## src/isdr_pkg.sv

```systemverilog
// ----------------------------------------------------------------------------
// isdr_pkg
// Shared types and constants of the inverted serial receive deframer.
// ----------------------------------------------------------------------------
`default_nettype none

package isdr_pkg;

    // Largest packet length limit; at most LEN_MAX-1 data bytes per packet.
    localparam int LEN_MAX = 4096;
    localparam int LIM_W   = 13;
    localparam int CNT_W   = 12;

    localparam int CFG_ADDR_W = 3;
    localparam int CFG_DATA_W = 32;

    // Configuration register indexes
    localparam logic [CFG_ADDR_W-1:0] CFG_BIT_TICKS  = 3'd0;
    localparam logic [CFG_ADDR_W-1:0] CFG_RX_MODE    = 3'd1;
    localparam logic [CFG_ADDR_W-1:0] CFG_START_CODE = 3'd2;
    localparam logic [CFG_ADDR_W-1:0] CFG_END_CODE   = 3'd3;
    localparam logic [CFG_ADDR_W-1:0] CFG_LEN_LIMIT  = 3'd4;
    localparam logic [CFG_ADDR_W-1:0] CFG_COOLDOWN   = 3'd5;
    localparam logic [CFG_ADDR_W-1:0] CFG_TIMEOUT    = 3'd6;

    typedef enum logic [2:0] {
        EV_DATA      = 3'd0,
        EV_END_CODE  = 3'd1,
        EV_END_LIMIT = 3'd2,
        EV_BAD_START = 3'd3,
        EV_CONTROL   = 3'd4,
        EV_TIMEOUT   = 3'd5
    } t_evt_kind;

    typedef struct packed {
        logic [15:0]      bit_ticks;
        logic             rx_mode;
        logic [7:0]       start_code;
        logic [7:0]       end_code;
        logic [LIM_W-1:0] length_limit;
        logic [23:0]      cooldown_ticks;
        logic [31:0]      timeout_ticks;
    } t_cfg;

    typedef struct packed {
        logic             valid;
        t_evt_kind        kind;
        logic [7:0]       data;
        logic [CNT_W-1:0] count;
    } t_evt;

endpackage

`default_nettype wire

```

## src/inverted_serial_rx_deframer_unit.sv

```systemverilog
// ----------------------------------------------------------------------------
// inverted_serial_rx_deframer_unit
// Inverted 8-bit serial receiver with start/end code packet deframing.
// Path: a sample request passes through the input register, then the state
// update into the output register; a stalled output holds it in the input register.
// Throughput: one line sample per cycle; the input register drains whenever
// the output register is empty or being taken.
// Reset: synchronous active low; hunting, packet idle, counters zero, config
// registers at their defaults.
// ----------------------------------------------------------------------------
`default_nettype none

module inverted_serial_rx_deframer_unit (
    input  wire logic                            i_clk,
    input  wire logic                            i_rst_n,
    input  wire logic                            i_cfg_we,
    input  wire logic [isdr_pkg::CFG_ADDR_W-1:0] i_cfg_addr,
    input  wire logic [isdr_pkg::CFG_DATA_W-1:0] i_cfg_wdata,
    input  wire logic                            s_axis_tvalid,
    output      logic                            s_axis_tready,
    input  wire logic [7:0]                      s_axis_tdata,  // [0] line_level
    output      logic                            m_axis_tvalid,
    input  wire logic                            m_axis_tready,
    output      logic [23:0]                     m_axis_tdata,  // [7:0] data_byte, [19:8] byte_count
    output      logic [2:0]                      m_axis_tuser   // [2:0] event_kind
);
    import isdr_pkg::*;

    t_cfg             cfg;
    t_evt             evt;
    logic             r_in_valid;
    logic             r_in_line;
    logic             r_out_valid;
    t_evt_kind        r_out_kind;
    logic [7:0]       r_out_data;
    logic [CNT_W-1:0] r_out_count;
    logic             proc_fire;

    isdr_cfg u_cfg (
        .i_clk   (i_clk),
        .i_rst_n (i_rst_n),
        .i_we    (i_cfg_we),
        .i_addr  (i_cfg_addr),
        .i_wdata (i_cfg_wdata),
        .o_cfg   (cfg)
    );

    assign proc_fire     = r_in_valid && (!r_out_valid || m_axis_tready);
    assign s_axis_tready = !r_in_valid || proc_fire;

    always_ff @(posedge i_clk) begin
        if (!i_rst_n) begin
            r_in_valid <= 1'b0;
        end else if (s_axis_tready) begin
            r_in_valid <= s_axis_tvalid;
        end
        if (s_axis_tready && s_axis_tvalid) begin
            r_in_line <= s_axis_tdata[0];
        end
    end

    isdr_core u_core (
        .i_clk   (i_clk),
        .i_rst_n (i_rst_n),
        .i_fire  (proc_fire),
        .i_line  (r_in_line),
        .i_cfg   (cfg),
        .o_evt   (evt)
    );

    always_ff @(posedge i_clk) begin
        if (!i_rst_n) begin
            r_out_valid <= 1'b0;
        end else if (proc_fire) begin
            r_out_valid <= evt.valid;
        end else if (m_axis_tready) begin
            r_out_valid <= 1'b0;
        end
        if (proc_fire && evt.valid) begin
            r_out_kind  <= evt.kind;
            r_out_data  <= evt.data;
            r_out_count <= evt.count;
        end
    end

    assign m_axis_tvalid = r_out_valid;
    assign m_axis_tdata  = {4'd0, r_out_count, r_out_data};
    assign m_axis_tuser  = r_out_kind;

    // a stalled result with a pending sample must hold the input side
    a_stall_blocks_input: assert property (@(posedge i_clk) disable iff (!i_rst_n)
        (r_in_valid && m_axis_tvalid && !m_axis_tready) |-> !s_axis_tready)
        else $error("input accepted while pending sample cannot drain");

    a_data_zero: assert property (@(posedge i_clk) disable iff (!i_rst_n)
        (m_axis_tvalid && m_axis_tuser != EV_DATA && m_axis_tuser != EV_CONTROL)
        |-> (m_axis_tdata[7:0] == 8'd0))
        else $error("nonzero data byte on a non-data event");

    a_count_zero: assert property (@(posedge i_clk) disable iff (!i_rst_n)
        (m_axis_tvalid && (m_axis_tuser == EV_BAD_START || m_axis_tuser == EV_CONTROL ||
                           m_axis_tuser == EV_TIMEOUT))
        |-> (m_axis_tdata[19:8] == '0))
        else $error("nonzero count on a bad start, control or timeout event");

endmodule

`default_nettype wire

```

## src/isdr_cfg.sv

```systemverilog
// ----------------------------------------------------------------------------
// isdr_cfg
// Configuration register file, write only, reset to the documented defaults.
// ----------------------------------------------------------------------------
`default_nettype none

module isdr_cfg (
    input  wire logic                            i_clk,
    input  wire logic                            i_rst_n,
    input  wire logic                            i_we,
    input  wire logic [isdr_pkg::CFG_ADDR_W-1:0] i_addr,
    input  wire logic [isdr_pkg::CFG_DATA_W-1:0] i_wdata,
    output isdr_pkg::t_cfg                       o_cfg
);
    import isdr_pkg::*;

    t_cfg r_cfg;

    always_ff @(posedge i_clk) begin
        if (!i_rst_n) begin
            r_cfg.bit_ticks      <= 16'd100;
            r_cfg.rx_mode        <= 1'b0;
            r_cfg.start_code     <= 8'd2;
            r_cfg.end_code       <= 8'd3;
            r_cfg.length_limit   <= 13'd256;
            r_cfg.cooldown_ticks <= 24'd0;
            r_cfg.timeout_ticks  <= 32'd1000000;
        end else if (i_we) begin
            case (i_addr)
                CFG_BIT_TICKS:  r_cfg.bit_ticks      <= i_wdata[15:0];
                CFG_RX_MODE:    r_cfg.rx_mode        <= i_wdata[0];
                CFG_START_CODE: r_cfg.start_code     <= i_wdata[7:0];
                CFG_END_CODE:   r_cfg.end_code       <= i_wdata[7:0];
                CFG_LEN_LIMIT:  r_cfg.length_limit   <= i_wdata[LIM_W-1:0];
                CFG_COOLDOWN:   r_cfg.cooldown_ticks <= i_wdata[23:0];
                CFG_TIMEOUT:    r_cfg.timeout_ticks  <= i_wdata[31:0];
                default: ;
            endcase
        end
    end

    assign o_cfg = r_cfg;

endmodule

`default_nettype wire

```

## src/isdr_core.sv

```systemverilog
// ----------------------------------------------------------------------------
// isdr_core
// Per-sample receiver and deframer state update; one sample per request.
// ----------------------------------------------------------------------------
`default_nettype none

module isdr_core (
    input  wire logic     i_clk,
    input  wire logic     i_rst_n,
    input  wire logic     i_fire,
    input  wire logic     i_line,
    input  wire isdr_pkg::t_cfg i_cfg,
    output isdr_pkg::t_evt o_evt
);
    import isdr_pkg::*;

    typedef enum logic [1:0] {
        PH_HUNT      = 2'd0,
        PH_FRAME     = 2'd1,
        PH_FRAME_BAD = 2'd2,
        PH_COOL      = 2'd3
    } t_phase;

    t_phase           r_phase, n_phase;
    logic [15:0]      r_tick, n_tick;
    logic [3:0]       r_bit, n_bit;
    logic [7:0]       r_shift, n_shift;
    logic             r_pkt, n_pkt;
    logic [CNT_W-1:0] r_count, n_count;
    logic [31:0]      r_wait, n_wait;

    logic [15:0]      half;
    logic [LIM_W-1:0] cap;
    logic [2:0]       bit_sel;
    t_evt             evt;

    assign half    = i_cfg.bit_ticks >> 1;

    always_comb begin
        if (i_cfg.length_limit == '0) begin
            cap = LIM_W'(1);
        end else if (i_cfg.length_limit > LIM_W'(LEN_MAX)) begin
            cap = LIM_W'(LEN_MAX);
        end else begin
            cap = i_cfg.length_limit;
        end
    end

    always_comb begin
        n_phase = r_phase;
        n_tick  = r_tick;
        n_bit   = r_bit;
        n_shift = r_shift;
        n_pkt   = r_pkt;
        n_count = r_count;
        n_wait  = r_wait;
        bit_sel = '0;
        evt     = '{valid: 1'b0, kind: EV_DATA, data: 8'd0, count: '0};

        case (r_phase)
            PH_HUNT: begin
                if (i_line) begin
                    n_phase = PH_FRAME;
                    n_tick  = '0;
                    n_bit   = '0;
                    n_shift = '0;
                    n_wait  = '0;
                end else if (i_cfg.rx_mode) begin
                    if (r_wait == i_cfg.timeout_ticks) begin
                        evt.valid = 1'b1;
                        evt.kind  = EV_TIMEOUT;
                        n_wait    = '0;
                    end else begin
                        n_wait = r_wait + 32'd1;
                    end
                end
            end
            PH_COOL: begin
                if (r_wait != '0) begin
                    n_wait = r_wait - 32'd1;
                end
                if (n_wait == '0) begin
                    n_phase = PH_HUNT;
                end
            end
            PH_FRAME, PH_FRAME_BAD: begin
                n_tick = r_tick + 16'd1;
                if (n_tick >= i_cfg.bit_ticks) begin
                    n_tick = '0;
                    n_bit  = r_bit + 4'd1;
                end
                // mid-bit sample of data bits 1..8 (line low reads as one)
                if (n_bit >= 4'd1 && n_bit <= 4'd8 && n_tick == half) begin
                    if (!i_line) begin
                        bit_sel          = n_bit[2:0] - 3'd1;
                        n_shift[bit_sel] = 1'b1;
                    end
                    if (n_bit == 4'd8 && r_phase == PH_FRAME) begin
                        if (i_cfg.rx_mode) begin
                            evt.valid = 1'b1;
                            evt.kind  = EV_CONTROL;
                            evt.data  = n_shift;
                        end else if (!r_pkt) begin
                            if (n_shift == i_cfg.start_code) begin
                                n_pkt   = 1'b1;
                                n_count = '0;
                            end else begin
                                evt.valid = 1'b1;
                                evt.kind  = EV_BAD_START;
                                n_phase   = PH_FRAME_BAD;
                            end
                        end else if (n_shift == i_cfg.end_code) begin
                            evt.valid = 1'b1;
                            evt.kind  = EV_END_CODE;
                            evt.count = r_count;
                            n_pkt     = 1'b0;
                        end else begin
                            evt.valid = 1'b1;
                            evt.kind  = EV_DATA;
                            evt.data  = n_shift;
                            evt.count = r_count;
                            n_count   = r_count + CNT_W'(1);
                        end
                    end
                end
                // last tick of the stop slot
                if (n_bit >= 4'd9 && ({1'b0, n_tick} + 17'd1) >= {1'b0, i_cfg.bit_ticks}) begin
                    if (n_phase == PH_FRAME_BAD) begin
                        if (i_cfg.cooldown_ticks != '0) begin
                            n_phase = PH_COOL;
                            n_wait  = {8'd0, i_cfg.cooldown_ticks};
                        end else begin
                            n_phase = PH_HUNT;
                        end
                    end else begin
                        n_phase = PH_HUNT;
                        if (!i_cfg.rx_mode && n_pkt &&
                            ({1'b0, n_count} + LIM_W'(1)) >= cap) begin
                            evt.valid = 1'b1;
                            evt.kind  = EV_END_LIMIT;
                            evt.data  = 8'd0;
                            evt.count = n_count;
                            n_pkt     = 1'b0;
                        end
                    end
                    n_tick = '0;
                    n_bit  = '0;
                end
            end
            default: n_phase = PH_HUNT;
        endcase
    end

    always_ff @(posedge i_clk) begin
        if (!i_rst_n) begin
            r_phase <= PH_HUNT;
            r_tick  <= '0;
            r_bit   <= '0;
            r_shift <= '0;
            r_pkt   <= 1'b0;
            r_count <= '0;
            r_wait  <= '0;
        end else if (i_fire) begin
            r_phase <= n_phase;
            r_tick  <= n_tick;
            r_bit   <= n_bit;
            r_shift <= n_shift;
            r_pkt   <= n_pkt;
            r_count <= n_count;
            r_wait  <= n_wait;
        end
    end

    assign o_evt = evt;

endmodule

`default_nettype wire
```

## config.mk

```make
export PLATFORM = sky130hd
export DESIGN_NAME = inverted_serial_rx_deframer_unit
export DESIGN_NICKNAME = d
export VERILOG_FILES = /design/src/isdr_pkg.sv /design/src/inverted_serial_rx_deframer_unit.sv /design/src/isdr_cfg.sv /design/src/isdr_core.sv
export SDC_FILE = /design/constraint.sdc
export NUM_CORES = 1
export LEC_CHECK = 0
export ABC_AREA = 0
export BUFFER_PORTS_ARGS = -buffer_cell sky130_fd_sc_hd__buf_2
export CORE_UTILIZATION = 50
export CTS_BUF_LIST = sky130_fd_sc_hd__clkbuf_16
export CTS_CLUSTER_DIAMETER = 80
export CTS_CLUSTER_SIZE = 24
export DETAILED_ROUTE_END_ITERATION = 6
export GPL_ROUTABILITY_DRIVEN = 1
export HOLD_SLACK_MARGIN = 0.06
export PLACE_DENSITY = 0.74
export SETUP_SLACK_MARGIN = 0.5
export SYNTH_ARGS = -nofsm -noshare
export SYNTH_HDL_FRONTEND = slang
export SYNTH_SLANG_ARGS = --single-unit
```

## constraint.sdc

```tcl
create_clock -name i_clk -period 29 [get_ports i_clk]
set_input_delay 1.45 -clock i_clk [delete_from_list [all_inputs] [get_ports i_clk]]
set_output_delay 1.45 -clock i_clk [all_outputs]
set_load 0.01 [all_outputs]
```

==> flow_summary.yaml <==
die:
  dieArea_um2: 28170
  die_x_um: 167.8
  num_rows: 60
  core_area_um2: 26950
  initial_core_util_pct: 51.02
  io_pins: 77
  die_h_um: 167.8
synthesis:
  ys_ff_latch: 203
  netlist_area_um2: 13750
  synth_area_per_cell_um2: 7.522
  synth_most_common_cell: "nand2_1"
  synthCells: 1828
  synth_top_area_share_pct: 26.06
  synth_common_cells: "nand2_1, a21oi_1, dfxtp_1"
  yosys_most_used_dff: "dfxtp_1"
  synth_edf_count: 24
  seq_area_frac_synth_pct: 31.30
  async_reset_ff_share_pct: 0
  synth_top_area_cell: "dfxtp_1"
  synthTopCellsByArea: "dfxtp_1, nand2_1, a21oi_1"
  yosysWarnings: 0
  synth_cell_types: 86
routing:
  final_antenna_net_count: 0
  drt_first_pass_iters: 7
  drt_iter0_drc: 1459
  drc_errors: 4
  wl_mm: 41.21
  wl_per_cell_um: 19.06
  via_count: 13480
  via_per_inst: 6.237
setup_path:
  start_kind: "flip-flop"
  path_delay_family: "compound AO/OA/AOI/OAI gates"
  ff2ff_path_depth: 36
  reg2reg_from: "u_core.r_tick[0]"
  path_class: "flip-flop to flip-flop"
  worst_r2r_endpoint: "r_out_count[3]"
  end_kind: "flip-flop"
  arrival_ns: 11.76
  r2r_setup_slack_ns: 17.41
  path_common_cell: "ha_1"
  crit_required_ns: 29.16
  cp_max_fo: 29
  cpPeakStageDelay_ns: 0.76
  critPathBufInv: 3
  critPathSlowestCell: "nand3_1"
clock_network:
  cts_setup_buffers: 0
  clk_latency_ns: 0.50
  clock_sinks: 203
  cts-htree-levels: 1
  clk_pin_slew_worst_paths_ns: 0.09
  ctsHoldBuffers: 0
  cts_resized: 0
  cts_buffer_depth: 3
  cts_tree: "yes"
  cts_made_buffers: 15
  root_buffer: "clkbuf_16"
timing:
  drv_slew: 0
  finalWorstSetupSlack_ns: 17.41
  skew_ns: 0.02499
  hold_viol_final: 0
  period_share_pct: 39.98
  setup_viol: 0
  tightest_slew_ns: 1.144
  relSlewSlack_pct: 23.66
  rsz0062_at_grt: "no"
  max_freq_ghz: 0.08625
  finalSetupTns_ns: 0
  finalCriticalPeriod_ns: 11.59
power:
  clock_power_share_pct: 38.5
  p_seq_share_pct: 50.9
  combPwrFrac_pct: 10.6
  p_leak_nw: 5.391
  peakVddDrop_mv: 0.03731
  power.net_switching_mw: 0.1628
  p_per_area_nw_per_um2: 39.18
  p_int_mw: 0.4116
  sw_frac_of_total_pct: 28.34
placed_design:
  hpwl_mm: 29.48
  gp_congestion: 0.9774
  post-place-ws_ns: 17.67
  place_area_um2: 14170
  io_buffers: 65
worst_hold_path:
  hold_start: "u_cfg.o_cfg[96]"
  hold-path-endpoint: "u_cfg.o_cfg[96]"
  min_path_type: "flip-flop to flip-flop"
  worstHoldPathCells: 2
status:
  violations: "DRC"
  outcome: "finished, violations left"
grt:
  grt_overflow: 0
  track_usage_pct: 28.64
  grt_max_degree: 94
  grt_pass1_wl_mm: 65.41
  antenna_found_initial: 2
  grt_pass1_vias: 12250
cells_and_area:
  final_layout_size_suffix_gt1_share_pct: 9.456
  stdcell_area_um2: 14660
  synthToLayoutAreaGrowth_pct: 6.633
  post-route-util_pct: 54.41
  nets: 1917
  n_fill_cell: 2571
job:
  drv_cap: 0
-- layer usage --
metal | vias up | share of wire, % | track usage, %
li1 | 6493 | - | -
met1 | 6339 | 44 | 38.94
met2 | 571 | 47 | 47.83
met3 | 81 | 6.8 | 3.079
met4 | 0 | 2.7 | 8.416
met5 | - | 0 | 0
-- cell type report --
cell class | instances | area (um2) | area share, %
antenna | 2 | 5.005 | 0.03413
clock buffer | 16 | 400.4 | 2.731
clock inverter | 9 | 82.58 | 0.5632
inverter | 64 | 242.7 | 1.655
multi-input combinational | 1441 | 8718 | 59.46
sequential | 203 | 4304 | 29.35
tap | 341 | 426.7 | 2.910
timing repair buffer | 86 | 483.0 | 3.294
-- worst max-delay path by stage --
stage                     start               to  slack (ns)  cells past startpoint
2_1_floorplan  u_core.r_tick[8]  m_axis_tuser[0]       18.95                     39
3_3_place_gp   u_core.r_tick[0]   r_out_count[3]       17.86                     36
3_5_place_dp   u_core.r_tick[0]   r_out_count[3]       17.67                     36
4_1_cts        u_core.r_tick[0]   r_out_count[4]       17.56                     36
5_1_grt        u_core.r_tick[0]   r_out_count[4]       16.59                     35
6_report       u_core.r_tick[0]   r_out_count[3]       17.41                     36
-- state kept, by name, indices dropped and copies added, names as in the netlist --
name / flops
u_core.r_shift: 8
m_axis_tuser: 3
r_out_count: 12
u_core.r_wait: 32
r_in_line: 1
u_core.r_phase: 2
r_in_valid: 1
u_core.r_tick: 16
u_core.r_count: 12
u_core.r_pkt: 1
u_cfg.o_cfg: 102
m_axis_tvalid: 1
r_out_data: 8
u_core.r_bit: 4
-- metrics by stage --
step	instances	hold WS, ns	power (mW)
after CTS	2160	0.4617	0.5750
after detailed placement	2135	0.4496	0.3585
after global placement	2135	0.4487	0.3577
after global routing	2162	0.4832	0.5920
final	2162	0.4604	0.5744
after floorplan	1831	0.4358	0.3374
-- power by group through the flow --
stage	Clock, mW	Sequential (mW)	Combinational [mW]
after floorplan	0	0.297	0.0408
after global placement	0	0.299	0.0590
after detailed placement	0	0.299	0.0597
after CTS	0.223	0.292	0.0601
after global routing	0.232	0.293	0.0666
final	0.221	0.292	0.0612
-- cell families after synthesis --
group	after synthesis	share of synthesized area (%)
and+or+nand+nor	814	28.70
adders and majority gates	58	5.278
muxes	11	0.8371
AOI/OAI and AO/OA	446	21.08
buffers and inverters	187	5.505
xor gates and xnor gates	108	7.270
DFF	203	31.30
other	1	0.02727
-- tightest hold or removal path: stages, from the launching register on --
cell and delay (ns):
dfxtp_1 0.32, nand2_1 0.05, a21oi_1 0.05
-- placed cells by master (no fill, tap or decap), types with 17 or more instances in the layout --
| master | count |
|---|---|
| nand2_1 | 346 |
| a21oi_1 | 196 |
| dfxtp_1 | 179 |
| nor2_1 | 115 |
| nand3_1 | 84 |
| xor2_1 | 65 |
| buf_2 | 65 |
| inv_1 | 63 |
| ha_1 | 58 |
| nor3_1 | 55 |
| o21ai_0 | 45 |
| nand4_1 | 40 |
| nor4_1 | 39 |
| xnor2_1 | 39 |
| edfxtp_1 | 24 |
| nor2b_1 | 22 |
| buf_4 | 21 |
| a31oi_1 | 20 |
| o211ai_1 | 20 |
| or3_1 | 17 |
| a211oi_1 | 17 |
Power figures use the tool's default switching activity.
